## config.mk

```make
export PLATFORM = sky130hd
export DESIGN_NAME = htw_ctrl
export DESIGN_NICKNAME = d
export VERILOG_FILES = /design/src/rtl/htw_pkg.sv /design/src/rtl/htw_ctrl.sv
export SDC_FILE = /design/constraint.sdc
export NUM_CORES = 1
export LEC_CHECK = 0
export BUFFER_PORTS_ARGS = -buffer_cell sky130_fd_sc_hd__buf_4
export CELL_PAD_IN_SITES_DETAIL_PLACEMENT = 1
export CELL_PAD_IN_SITES_GLOBAL_PLACEMENT = 1
export CORE_MARGIN = 5
export CORE_UTILIZATION = 38
export CTS_CLUSTER_SIZE = 12
export DETAILED_ROUTE_END_ITERATION = 8
export HOLD_SLACK_MARGIN = 0.02
export PLACE_DENSITY_LB_ADDON = 0.12
export SLEW_MARGIN = 10
export SYNTH_ARGS = -nofsm -noshare
export SYNTH_HDL_FRONTEND = slang
export SYNTH_SLANG_ARGS = --single-unit
```

## constraint.sdc

```tcl
create_clock -name i_clk -period 2.4 [get_ports i_clk]
set_input_delay 0.48 -clock i_clk [delete_from_list [all_inputs] [get_ports i_clk]]
set_output_delay 0.48 -clock i_clk [all_outputs]
set_load 0.01 [all_outputs]
```

## src/rtl/htw_pkg.sv

```systemverilog
// ----------------------------------------------------------------------------
// Hierarchical timing wheel: shared definitions
// Constants, command codes and the control and status bundles that pass
// between the controller and the datapath.
// ----------------------------------------------------------------------------
package htw_pkg;

    localparam int POOL_SIZE_DEF = 64;

    localparam int NBKT       = 132;
    localparam int BKT_W      = 8;
    localparam int MIN_BASE   = 60;
    localparam int HOUR_BASE  = 120;
    localparam int WHEEL_SPAN = 43200;
    localparam int MAX_RES    = 64;
    // 2^32 mod 43200, used when an expiry time wraps past the top of the clock.
    localparam int WRAP_MOD   = 23296;

    localparam int KIND_W  = 2;
    localparam int DELAY_W = 16;
    localparam int ID_W    = 6;
    localparam int STAT_W  = 3;
    localparam int IN_DW   = 24;
    localparam int OUT_DW  = 8;

    localparam logic [KIND_W-1:0] KIND_TICK   = 2'd0;
    localparam logic [KIND_W-1:0] KIND_ADD    = 2'd1;
    localparam logic [KIND_W-1:0] KIND_CANCEL = 2'd2;

    localparam logic [STAT_W-1:0] ST_EXPIRED  = 3'd0;
    localparam logic [STAT_W-1:0] ST_ADDED    = 3'd1;
    localparam logic [STAT_W-1:0] ST_FIRE_NOW = 3'd2;
    localparam logic [STAT_W-1:0] ST_FULL     = 3'd3;
    localparam logic [STAT_W-1:0] ST_TOO_LONG = 3'd4;

    localparam int OP_W = 4;
    localparam logic [OP_W-1:0] OP_NONE     = 4'd0;
    localparam logic [OP_W-1:0] OP_LOAD     = 4'd1;
    localparam logic [OP_W-1:0] OP_SCAN     = 4'd2;
    localparam logic [OP_W-1:0] OP_ROW_RD   = 4'd3;
    localparam logic [OP_W-1:0] OP_DETACH   = 4'd4;
    localparam logic [OP_W-1:0] OP_ENT_RD   = 4'd5;
    localparam logic [OP_W-1:0] OP_FIRE_ONE = 4'd6;
    localparam logic [OP_W-1:0] OP_CASC_RD  = 4'd7;
    localparam logic [OP_W-1:0] OP_APPEND   = 4'd8;
    localparam logic [OP_W-1:0] OP_ADVANCE  = 4'd9;
    localparam logic [OP_W-1:0] OP_TMOD     = 4'd10;
    localparam logic [OP_W-1:0] OP_DIV1     = 4'd11;
    localparam logic [OP_W-1:0] OP_DIV2     = 4'd12;
    localparam logic [OP_W-1:0] OP_ADD_WR   = 4'd13;
    localparam logic [OP_W-1:0] OP_RESULT   = 4'd14;
    localparam logic [OP_W-1:0] OP_CANCEL   = 4'd15;
    // Flush shares no code with the others: it is a separate flag.

    localparam int BS_W = 2;
    localparam logic [BS_W-1:0] BS_SEC  = 2'd0;
    localparam logic [BS_W-1:0] BS_HOUR = 2'd1;
    localparam logic [BS_W-1:0] BS_MIN0 = 2'd2;
    localparam logic [BS_W-1:0] BS_MIN  = 2'd3;

    typedef struct packed {
        logic [OP_W-1:0] op;
        logic [BS_W-1:0] bsel;
        logic            flush;
    } t_cmd;

    typedef struct packed {
        logic              row_valid;
        logic              walk_last;
        logic              out_free;
        logic              scan_hit;
        logic              scan_end;
        logic [KIND_W-1:0] kind;
        logic              delay_zero;
        logic              delay_long;
        logic              hour_bnd;
        logic              min_bnd;
    } t_sts;

endpackage

```

## src/rtl/htw_ctrl.sv

```systemverilog
// ----------------------------------------------------------------------------
// Hierarchical timing wheel: controller
// Sequences ticks and adds as walks over bucket lists, and cancels as a single
// command; it issues at most one datapath command per cycle.
// ----------------------------------------------------------------------------
module htw_ctrl
    import htw_pkg::*;
(
    input  logic i_clk,
    input  logic i_rst_n,
    input  logic i_s_tvalid,
    output logic o_s_tready,
    input  t_sts i_sts,
    output t_cmd o_cmd
);

    localparam int SW = 5;
    localparam logic [SW-1:0] S_IDLE  = 5'd0;
    localparam logic [SW-1:0] S_DISP  = 5'd1;
    localparam logic [SW-1:0] S_RR    = 5'd2;
    localparam logic [SW-1:0] S_DT    = 5'd3;
    localparam logic [SW-1:0] S_F_RD  = 5'd4;
    localparam logic [SW-1:0] S_F_EX  = 5'd5;
    localparam logic [SW-1:0] S_ADV   = 5'd6;
    localparam logic [SW-1:0] S_BND   = 5'd7;
    localparam logic [SW-1:0] S_C_RD  = 5'd8;
    localparam logic [SW-1:0] S_C_TG  = 5'd9;
    localparam logic [SW-1:0] S_C_AP  = 5'd10;
    localparam logic [SW-1:0] S_SCAN  = 5'd11;
    localparam logic [SW-1:0] S_A_DEC = 5'd12;
    localparam logic [SW-1:0] S_A_TM  = 5'd13;
    localparam logic [SW-1:0] S_A_D1  = 5'd14;
    localparam logic [SW-1:0] S_A_D2  = 5'd15;
    localparam logic [SW-1:0] S_A_WR  = 5'd16;
    localparam logic [SW-1:0] S_FLUSH = 5'd17;

    localparam int PW = 3;
    localparam logic [PW-1:0] PH_FIRE1 = 3'd0;
    localparam logic [PW-1:0] PH_HOUR  = 3'd1;
    localparam logic [PW-1:0] PH_MIN0  = 3'd2;
    localparam logic [PW-1:0] PH_MIN   = 3'd3;
    localparam logic [PW-1:0] PH_FIRE2 = 3'd4;
    localparam logic [PW-1:0] PH_ADD   = 3'd5;

    logic [SW-1:0] r_state, n_state;
    logic [PW-1:0] r_phase, n_phase;
    logic [SW-1:0] end_state;
    logic [PW-1:0] end_phase;
    logic          is_fire;

    assign is_fire = (r_phase == PH_FIRE1) || (r_phase == PH_FIRE2);

    // Where a finished list walk leads.
    always_comb begin
        end_state = S_FLUSH;
        end_phase = r_phase;
        unique case (r_phase)
            PH_FIRE1: end_state = S_ADV;
            PH_HOUR: begin
                end_state = S_RR;
                end_phase = PH_MIN0;
            end
            PH_MIN0, PH_MIN: begin
                end_state = S_RR;
                end_phase = PH_FIRE2;
            end
            default: end_state = S_FLUSH;
        endcase
    end

    always_comb begin
        n_state      = r_state;
        n_phase      = r_phase;
        o_cmd.op     = OP_NONE;
        o_cmd.bsel   = BS_SEC;
        o_cmd.flush  = 1'b0;
        o_s_tready   = 1'b0;
        unique case (r_state)
            S_IDLE: begin
                o_s_tready = 1'b1;
                if (i_s_tvalid) begin
                    o_cmd.op = OP_LOAD;
                    n_state  = S_DISP;
                end
            end
            S_DISP: begin
                if (i_sts.kind == KIND_TICK) begin
                    n_phase = PH_FIRE1;
                    n_state = S_RR;
                end else if (i_sts.kind == KIND_ADD) begin
                    n_state = S_SCAN;
                end else if (i_sts.kind == KIND_CANCEL) begin
                    o_cmd.op = OP_CANCEL;
                    n_state  = S_IDLE;
                end else begin
                    n_state = S_IDLE;
                end
            end
            S_RR: begin
                o_cmd.op = OP_ROW_RD;
                unique case (r_phase)
                    PH_HOUR: o_cmd.bsel = BS_HOUR;
                    PH_MIN0: o_cmd.bsel = BS_MIN0;
                    PH_MIN:  o_cmd.bsel = BS_MIN;
                    default: o_cmd.bsel = BS_SEC;
                endcase
                n_state = S_DT;
            end
            S_DT: begin
                if (i_sts.row_valid) begin
                    o_cmd.op = OP_DETACH;
                    n_state  = is_fire ? S_F_RD : S_C_RD;
                end else begin
                    n_state = end_state;
                    n_phase = end_phase;
                end
            end
            S_F_RD: begin
                o_cmd.op = OP_ENT_RD;
                n_state  = S_F_EX;
            end
            S_F_EX: begin
                if (i_sts.out_free) begin
                    o_cmd.op = OP_FIRE_ONE;
                    if (i_sts.walk_last) begin
                        n_state = end_state;
                        n_phase = end_phase;
                    end else begin
                        n_state = S_F_RD;
                    end
                end
            end
            S_ADV: begin
                o_cmd.op = OP_ADVANCE;
                n_state  = S_BND;
            end
            S_BND: begin
                n_state = S_RR;
                if (i_sts.hour_bnd) begin
                    n_phase = PH_HOUR;
                end else if (i_sts.min_bnd) begin
                    n_phase = PH_MIN;
                end else begin
                    n_phase = PH_FIRE2;
                end
            end
            S_C_RD: begin
                o_cmd.op = OP_ENT_RD;
                n_state  = S_C_TG;
            end
            S_C_TG: begin
                o_cmd.op = OP_CASC_RD;
                n_state  = S_C_AP;
            end
            S_C_AP: begin
                o_cmd.op = OP_APPEND;
                if (i_sts.walk_last) begin
                    n_state = end_state;
                    n_phase = end_phase;
                end else begin
                    n_state = S_C_RD;
                end
            end
            S_SCAN: begin
                if (i_sts.scan_hit || i_sts.scan_end) begin
                    n_state = S_A_DEC;
                end else begin
                    o_cmd.op = OP_SCAN;
                end
            end
            S_A_DEC: begin
                if (i_sts.delay_zero || i_sts.delay_long || !i_sts.scan_hit) begin
                    o_cmd.op = OP_RESULT;
                    n_state  = S_FLUSH;
                end else begin
                    n_state = S_A_TM;
                end
            end
            S_A_TM: begin
                o_cmd.op = OP_TMOD;
                n_state  = S_A_D1;
            end
            S_A_D1: begin
                o_cmd.op = OP_DIV1;
                n_state  = S_A_D2;
            end
            S_A_D2: begin
                o_cmd.op = OP_DIV2;
                n_state  = S_A_WR;
            end
            S_A_WR: begin
                o_cmd.op = OP_ADD_WR;
                n_phase  = PH_ADD;
                n_state  = S_C_RD;
            end
            S_FLUSH: begin
                if (i_sts.out_free) begin
                    o_cmd.flush = 1'b1;
                    n_state     = S_IDLE;
                end
            end
            default: begin
                n_state = S_IDLE;
            end
        endcase
    end

    always_ff @(posedge i_clk) begin
        if (!i_rst_n) begin
            r_state <= S_IDLE;
            r_phase <= PH_FIRE1;
        end else begin
            r_state <= n_state;
            r_phase <= n_phase;
        end
    end

endmodule

```

## Word level (Yosys, flattened, before mapping)

Index checks and enable logic that the tools add are counted.

| word-level totals | value |
|---|---|
| bits in registers | 8 |
| bits in latches | 0 |
| memory bits (writable) | 0 |
| memory bits (read-only) | 0 |
| bits of input ports | 14 |
| output and inout bits | 8 |
| word-level logic and storage cells | 80 |
| memories kept | 0 |

| operators by class | value |
|---|---|
| $add $sub $neg | 0 |
| multipliers | 0 |
| div/mod/pow operators | 0 |
| order comparisons | 0 |
| equality and inequality tests | 29 |
| shift operators | 0 |
| muxes and demuxes | 35 |
| bitwise logic cells | 0 |
| reduce and logical (&&, ||, !) cells | 14 |

Operators by type and width:

| cell | number |
|---|---|
| one-hot mux 5 bit (18 select lines) | 1 |
| one-hot mux 4 bit (15 select lines) | 1 |
| == test 5 x 4 -> 1 bit (second input constant) | 8 |
| two-way mux 5 bit | 8 |
| two-way mux 4 bit | 7 |
| two-way mux 3 bit | 8 |
| == test 5 x 3 -> 1 bit (second input constant) | 4 |
| one-hot mux 3 bit (6 select lines) | 1 |
| inequality test 2 bit (second input constant) | 6 |
| == test 5 x 2 -> 1 bit (second input constant) | 2 |
| == test 5 bit (second input constant) | 2 |
| one-hot mux 5 bit (2 select lines) | 1 |
| AND reduction 4 bit | 2 |
| == test 3 x 2 -> 1 bit (second input constant) | 2 |
| one-hot mux 2 bit (3 select lines) | 1 |
| one-hot mux 3 bit (2 select lines) | 1 |
| nonzero test 6 bit | 1 |
| == test 5 x 1 -> 1 bit (second input constant) | 1 |
| zero test 5 bit | 1 |
| logical OR 1 bit | 4 |
| two-way mux 1 bit | 4 |
| two-way mux 2 bit | 2 |
| OR reduction 2 bit | 2 |
| == test 3 x 1 -> 1 bit (second input constant) | 1 |
| other kinds (7) | 7 |

## Logic depth before layout (Yosys ltp)

Gate-level depths: netlist of run 1.

| logic depth | value |
|---|---|
| depth after elaboration | 6 |
| gate-level depth with buffers | 7 |
| depth with buffers taken out | 5 |

## Worst setup path before layout of run 1

OpenSTA, ideal clock, no wires.

| timing | value |
|---|---|
| path type | flip-flop to output port |
| from | reg r_state[3] |
| to | out o_cmd[5] (netlist name) |
| arrival time | 1527 ps |
| data required time | 1920 ps |
| slack | 393 ps |
| stages on the path, launching flop included | 6 |
| cell sequence | dfxtp_1 > buf_6 > or3_4 > or4_4 > o21ai_2 > or2_1 |

RTL lines:

| item | line | RTL |
|---|---|---|
| start, declared | htw_ctrl.sv:45 | `logic [SW-1:0] r_state, n_state;` |
| start signal, assigned | htw_ctrl.sv:213 | `r_state <= n_state;` |
| end, declared | htw_ctrl.sv:14 | `output t_cmd o_cmd` |

==> results by group, run 1 <==
Cells and area
  • Layout cells sized above 1: 26.06%
  • Fillers: 357
  • Layout area overhead: 26.76%
  • Antenna diodes: 0
  • Fin cells: 219
  • Final nets: 204

Clock tree
  • CTS sink cnt: 8
  • Clock Latency Late Sink: 0.26 ns
  • Root buffer cell: clkbuf_4
  • Clock-pin slew on the worst setup and hold paths: 0.06 ns
  • Clk buf depth: 2
  • CTS buffer count: 3
  • CTS H-tree lvls: 1
  • CTS tree: yes
  • Hold buffers post-CTS: 0

Floorplan
  • Die Y: 62.97 um
  • Initial core utilization: 38.99%
  • I/O pin cnt: 22
  • Row count: 19
  • Core Region: 0.002734 mm2
  • Die X-Extent: 62.97 um
  • DIE AREA: 0.003965 mm2

Route
  • ANT nets after route: 0
  • Vias: 1336
  • DRC: 0
  • 1st-iter DRT viols: 48
  • WL per Instance: 18.56 um
  • Initial DRT Pass Iterations: 4
  • Vias per cell: 6.100
  • Total Routed Length: 4064 um

GRT
  • Antenna violations before repair: 0
  • GRT Util Overall: 20.97%
  • Congestion Overflow GR: 0
  • Global-route wire length before repair: 6762 um
  • Largest net degree at the start of global routing: 21
  • Vias in the first global route: 1337

Timing
  • Slew HR: 72.88%
  • Fmax: 424.3 MHz
  • Pins Over Slew Limit: 0
  • RSZ-0062 raised after global routing: true
  • Hold Vio Cnt, Final: 0
  • Final setup vio count: 0
  • Final Hold Slack: 0.4623 ns
  • Tightest Pin Transition: 0.4015 ns
  • Period minus WS final: 2.357 ns
  • Setup TNS: 0 ns
  • Setup WS post-layout: 0.04330 ns
  • Final period util: 98.20%
  • Setup Skew: 0.005501 ns

Placement
  • Gpl congestion: 0.8938
  • Pre-CTS WS: 0.2909 ns
  • PortBufs: 21
  • Post-DP HPWL: 3122 um
  • Placed cells: 212

Yosys
  • Seq/Total Area, Yosys: 15.02%
  • Synthesized flop and latch total: 8
  • Top cells by area, synth: dfxtp_1 (15%), nand2_1 (7.0%), nor2_1 (6.3%)
  • Area fraction of the dominant cell type after synthesis: 15.02%
  • Synthesized Nets: 176
  • Ys async rst share: 0%
  • Synth Cell Area: 0.001066 mm2
  • Avg Cell Area, Syn: 6.580 um2
  • Post-Synthesis Cells: 162
  • Count of cell types in the netlist: 48
  • Synthesis Warnings: 0
  • Yosys top cell by area: dfxtp_1
  • Commonest register cell after synthesis: dfxtp_1
  • Post-synth EDFFs: 0

Worst setup path
  • CP startpoint kind: register
  • R2R cell count: 7
  • Crit-path cells: or3_4 > or4_4 > o21ai_4 > nor2_1 > nand2_1 > buf_6
  • Arr. time, crit path: 1.88 ns
  • Slowest-stage cell, CP: or4_4
  • RR Startpoint: r_state[2]
  • FF-to-FF setup slack: 0.49 ns
  • Worst R2R End: r_state[0]
  • Worst Path Required: 1.92 ns
  • Crit path largest cell delay: 0.52 ns
  • WP buf/inv: 1
  • Cell family with most CP delay: simple AND/OR/NAND/NOR gates
  • Critical path class: register to output port
  • Worst setup EP type: output port
  • Critical path peak fanout: 3

Pwr
  • Leakage: 0.5380 nW
  • Total chip power: 0.5325 mW
  • Power density over the cells: 394.0 mW/mm2
  • Peak supply drop: 263.5 uV

Status
  • Status: finished clean

Hold path
  • Hold Path Cell Cnt: 2
  • Hold endpoint: r_phase[0]
  • Worst Hold Class: register to register
  • Min-delay src: r_phase[0]

Flow run
  • Max-cap viol count: 0
worst max path at each step:
stage | from | endpoint | slack, ns | cells after the start
2_1_floorplan | r_state[3] | o_cmd[5] | 0.39 | 5
3_3_place_gp | i_sts[2] | o_cmd[5] | 0.31 | 6
3_5_place_dp | r_state[1] | o_cmd[6] | 0.29 | 7
4_1_cts | r_state[4] | o_cmd[6] | 0.02 | 6
5_1_grt | r_state[4] | o_cmd[6] | -0.03 | 6
6_report | r_state[4] | o_cmd[6] | 0.04 | 6
worst min-delay path: cells and delay by family, from the launching register on:
kind	cells	cell delay, ns
AND/OR/NAND/NOR	1	0.06
AO/OA/AOI/OAI	1	0.05
flip-flops	1	0.32
area by class of cell:
type | instances | area [um2] | share of cell area, %
Inverter | 6 | 26.28 | 1.944
Sequential cell | 8 | 163.9 | 12.13
Timing Repair Buffer | 35 | 274.0 | 20.28
Multi-Input combinational cell | 136 | 825.8 | 61.11
Clock buffer | 3 | 22.52 | 1.667
Tap cell | 31 | 38.79 | 2.870
where the power goes:
part	switching [mW]	total (mW)	internal (mW)
Combinational	0.147	0.267	0.120
Clock	0.0538	0.112	0.0578
Sequential	0.0136	0.154	0.140
Total	0.214	0.532	0.318
cells in the mapped netlist, types with 2 or more instances:
| master | number |
|---|---|
| a21o_1 | 2 |
| a21oi_1 | 6 |
| a31oi_1 | 3 |
| a32o_1 | 2 |
| a32oi_1 | 3 |
| buf_2 | 4 |
| buf_4 | 2 |
| clkbuf_1 | 5 |
| dfxtp_1 | 8 |
| inv_1 | 6 |
| nand2_1 | 20 |
| nand2b_1 | 4 |
| nand3_1 | 6 |
| nand4_1 | 4 |
| nor2_1 | 18 |
| nor2b_1 | 8 |
| nor3_1 | 4 |
| nor3b_1 | 4 |
| nor4_1 | 2 |
| o211ai_1 | 2 |
| o21ai_0 | 12 |
| o21ai_2 | 2 |
| o22ai_1 | 5 |
| o2bb2ai_1 | 2 |
| o31ai_1 | 2 |
| or2_1 | 2 |
| or3b_2 | 2 |
| xnor2_1 | 2 |
flip-flops by register name, indices dropped and copies added, names as in the netlist:
| signal | count |
|---|---|
| r_state | 5 |
| r_phase | 3 |
per-layer routing:
metal / wire [um] / up-vias / part of all wire, % / track usage (%)
li1: - / 654 / - / -
met1: 1851 / 637 / 46 / 28.88
met2: 1986 / 34 / 49 / 33.72
met3: 140 / 11 / 3.4 / 2.518
met4: 86 / 0 / 2.1 / 6.366
met5: 0 / - / 0 / 0
placed cells by master, fill, tap and decap left out, types with 2 or more instances in the layout:
cell type / count
a21oi_1: 6
nor2b_1: 8
clkbuf_4: 3
buf_4: 32
o31ai_1: 2
a32oi_1: 3
nor4_1: 2
o211ai_1: 2
nor3b_1: 4
inv_1: 5
nor3_1: 4
o2bb2ai_1: 2
dfxtp_1: 5
a32o_1: 2
or3b_2: 2
buf_6: 3
a21o_1: 2
nand3_1: 6
nand2b_1: 4
a31oi_1: 3
dfxtp_2: 3
or2_1: 2
o21ai_0: 12
xnor2_1: 2
nand4_1: 4
nand2_1: 20
nor2_1: 18
o22ai_1: 5
timing repair:
action,CTS,global route
endpoints found under the setup margin,1,3
setup buffers,0,4
gates resized for setup,1,7
cloned,0,0
pin swaps,0,1
stage by stage:
step	util (%)	instance area, um2
after global routing	49.43	1351
after global placement	46.54	1272
after detailed placement	46.54	1272
final	49.43	1351
after CTS	47.41	1296
after floorplan	-	1066
cell families after synthesis:
family,after synthesis,synth area share [%]
flops,8,15.02
xor+xnor,2,1.643
compound gates,49,31.34
simple gates,84,42.84
buf+inv,18,8.216
fa+ha+maj,1,0.9390
Power figures use the tool's default switching activity.
==> run 2, diff against run 1 <==
--- a/config.mk
+++ b/config.mk
@@ -9,7 +9,7 @@
 export CELL_PAD_IN_SITES_DETAIL_PLACEMENT = 1
 export CELL_PAD_IN_SITES_GLOBAL_PLACEMENT = 1
 export CORE_MARGIN = 5
-export CORE_UTILIZATION = 38
+export CORE_UTILIZATION = 30
 export CTS_CLUSTER_SIZE = 12
 export DETAILED_ROUTE_END_ITERATION = 8
 export HOLD_SLACK_MARGIN = 0.02
==> constraint.sdc (replaced) <==
create_clock -name i_clk -period 2.8 [get_ports i_clk]
set_input_delay 0.56 -clock i_clk [delete_from_list [all_inputs] [get_ports i_clk]]
set_output_delay 0.56 -clock i_clk [all_outputs]
set_load 0.01 [all_outputs]
==> run 2 against run 1 <==
- worst setup slack gained 0.21 ns
- first-iteration DRC count up 94%
- register-to-register slack improved by 0.20 ns
- hold slack better by 0.0037 ns
- flip-flop and latch count unchanged
==> results by group, run 2 (synthesized netlist as in run 1, its figures left out) <==
Worst setup path
  • Arr. time, crit path: 1.98 ns
  • CP startpoint kind: register
  • Critical path class: register to output port
  • Worst Path Required: 2.24 ns
  • Critical path peak fanout: 16
  • Worst setup EP type: output port

Clock tree
  • Clock Latency Late Sink: 0.27 ns
  • Clk buf depth: 2
  • CTS sink cnt: 8
  • CTS buffer count: 3
  • Root buffer cell: clkbuf_4
  • CTS tree: yes
  • Hold buffers post-CTS: 0
  • Clock-pin slew on the worst setup and hold paths: 0.06 ns
  • CTS resizes: 0
  • CTS H-tree lvls: 1
  • Postcts setup bufs: 0

GRT
  • Antenna violations before repair: 0
  • Global-route wire length before repair: 6768 um
  • Congestion Overflow GR: 0
  • Vias in the first global route: 1318
  • GRT Util Overall: 16.68%
  • Largest net degree at the start of global routing: 21

Status
  • Status: finished clean

Route
  • WL per Instance: 17.13 um
  • Total Routed Length: 3871 um
  • Vias per cell: 5.748
  • Vias: 1299
  • ANT nets after route: 0
  • 1st-iter DRT viols: 93
  • DRC: 0
  • Initial DRT Pass Iterations: 4

Placement
  • DP Area: 0.001261 mm2
  • PortBufs: 21
  • Pre-CTS WS: 0.5300 ns
  • Post-DP HPWL: 2945 um
  • Gpl congestion: 0.8352

Cells and area
  • Layout cells sized above 1: 20.56%
  • Fin area: 0.001284 mm2
  • Final nets: 196
  • Antenna diodes: 0
  • Most common cell after layout, fill and taps aside: buf_4
  • Largest register FFs: 5
  • Layout area overhead: 20.42%
  • Largest register by flop count: r_state
  • Most frequent cells in the layout: buf_4 (27), nand2_1 (20), nor2_1 (18)
  • Regs by FF count: r_state: 5 flops, r_phase: 3 flops
  • Fillers: 440

Floorplan
  • Initial core utilization: 31.45%
  • DIE AREA: 0.004846 mm2
  • Die X-Extent: 69.61 um
  • Row count: 21
  • Core Region: 0.003390 mm2
  • Die Y: 69.61 um
  • I/O pin cnt: 22

Pwr
  • Total chip power: 0.4342 mW
  • Peak supply drop: 93.08 uV
  • Leakage: 0.4938 nW
  • Power density over the cells: 338.2 mW/mm2

Timing
  • Slew HR: 64.27%
  • Final setup vio count: 0
  • Tightest Pin Transition: 0.5290 ns
  • Period minus WS final: 2.544 ns
  • RSZ-0062 raised after global routing: false
  • Setup WS post-layout: 0.2559 ns
  • Final period util: 90.86%
  • Setup TNS: 0 ns
  • Hold Vio Cnt, Final: 0
  • Pins Over Slew Limit: 0
  • Fmax: 393.1 MHz
  • Final Hold Slack: 0.4660 ns
  • Setup Skew: 0.01022 ns

Flow run
  • Max-cap viol count: 0

Hold path
  • Worst Hold Class: register to register
==> run 2: cell count changes in the layout (fill, tap and decap cells not counted), sizes merged <==
cell	previous run	this run
inv	5	6
buf	35	27
clkinvlp	1	0
==> run 2: worst max-delay path: stages (launching register included) <==
cell and delay (ns):
dfxtp_1 0.64, or2_1 0.35, o2bb2ai_1 0.12, a21oi_1 0.16, o22ai_1 0.09, or2_1 0.21
buf_4 0.14
==> run 2: per-stage QoR <==
stage / utilization (%) / cells
after floorplan: - / 162
final: 37.87 / 226
after detailed placement: 37.21 / 223
after global placement: 37.21 / 223
after CTS: 37.87 / 226
after global routing: 37.87 / 226
==> run 2: layout make-up <==
| cell class | count | area, um2 | share of cell area [%] |
|---|---|---|---|
| multi-input cells | 136 | 818.3 | 63.74 |
| repair buffers | 27 | 202.7 | 15.79 |
| flip-flops and latches | 8 | 160.2 | 12.48 |
| well taps | 46 | 57.56 | 4.483 |
| clock buffers | 3 | 22.52 | 1.754 |
| inverters | 6 | 22.52 | 1.754 |
==> run 2: worst paths after layout <==
path	from	to	slack (ns)	cells past startpoint
worst max-delay path	r_state[1]	o_cmd[5]	0.26	6
worst min-delay path	r_phase[0]	r_phase[0]	0.47	2
worst max register to register	r_state[1]	r_phase[2]	0.69	6
worst min register to register	r_phase[0]	r_phase[0]	0.47	2
==> run 2: report_power, final <==
| group | internal (mW) | switching [mW] |
|---|---|---|
| registers | 0.119 | 0.0127 |
| logic | 0.0899 | 0.116 |
| clock network | 0.0496 | 0.0472 |
| total | 0.259 | 0.176 |
==> run 2: metal layers <==
| layer | track usage [%] | up-vias | wire length [um] |
|---|---|---|---|
| met1 | 23.18 | 629 | 1900 |
| met4 | 4.468 | 0 | 44 |
| met5 | 0 | - | 0 |
| met2 | 27.12 | 28 | 1786 |
| li1 | - | 638 | - |
| met3 | 1.884 | 4 | 138 |
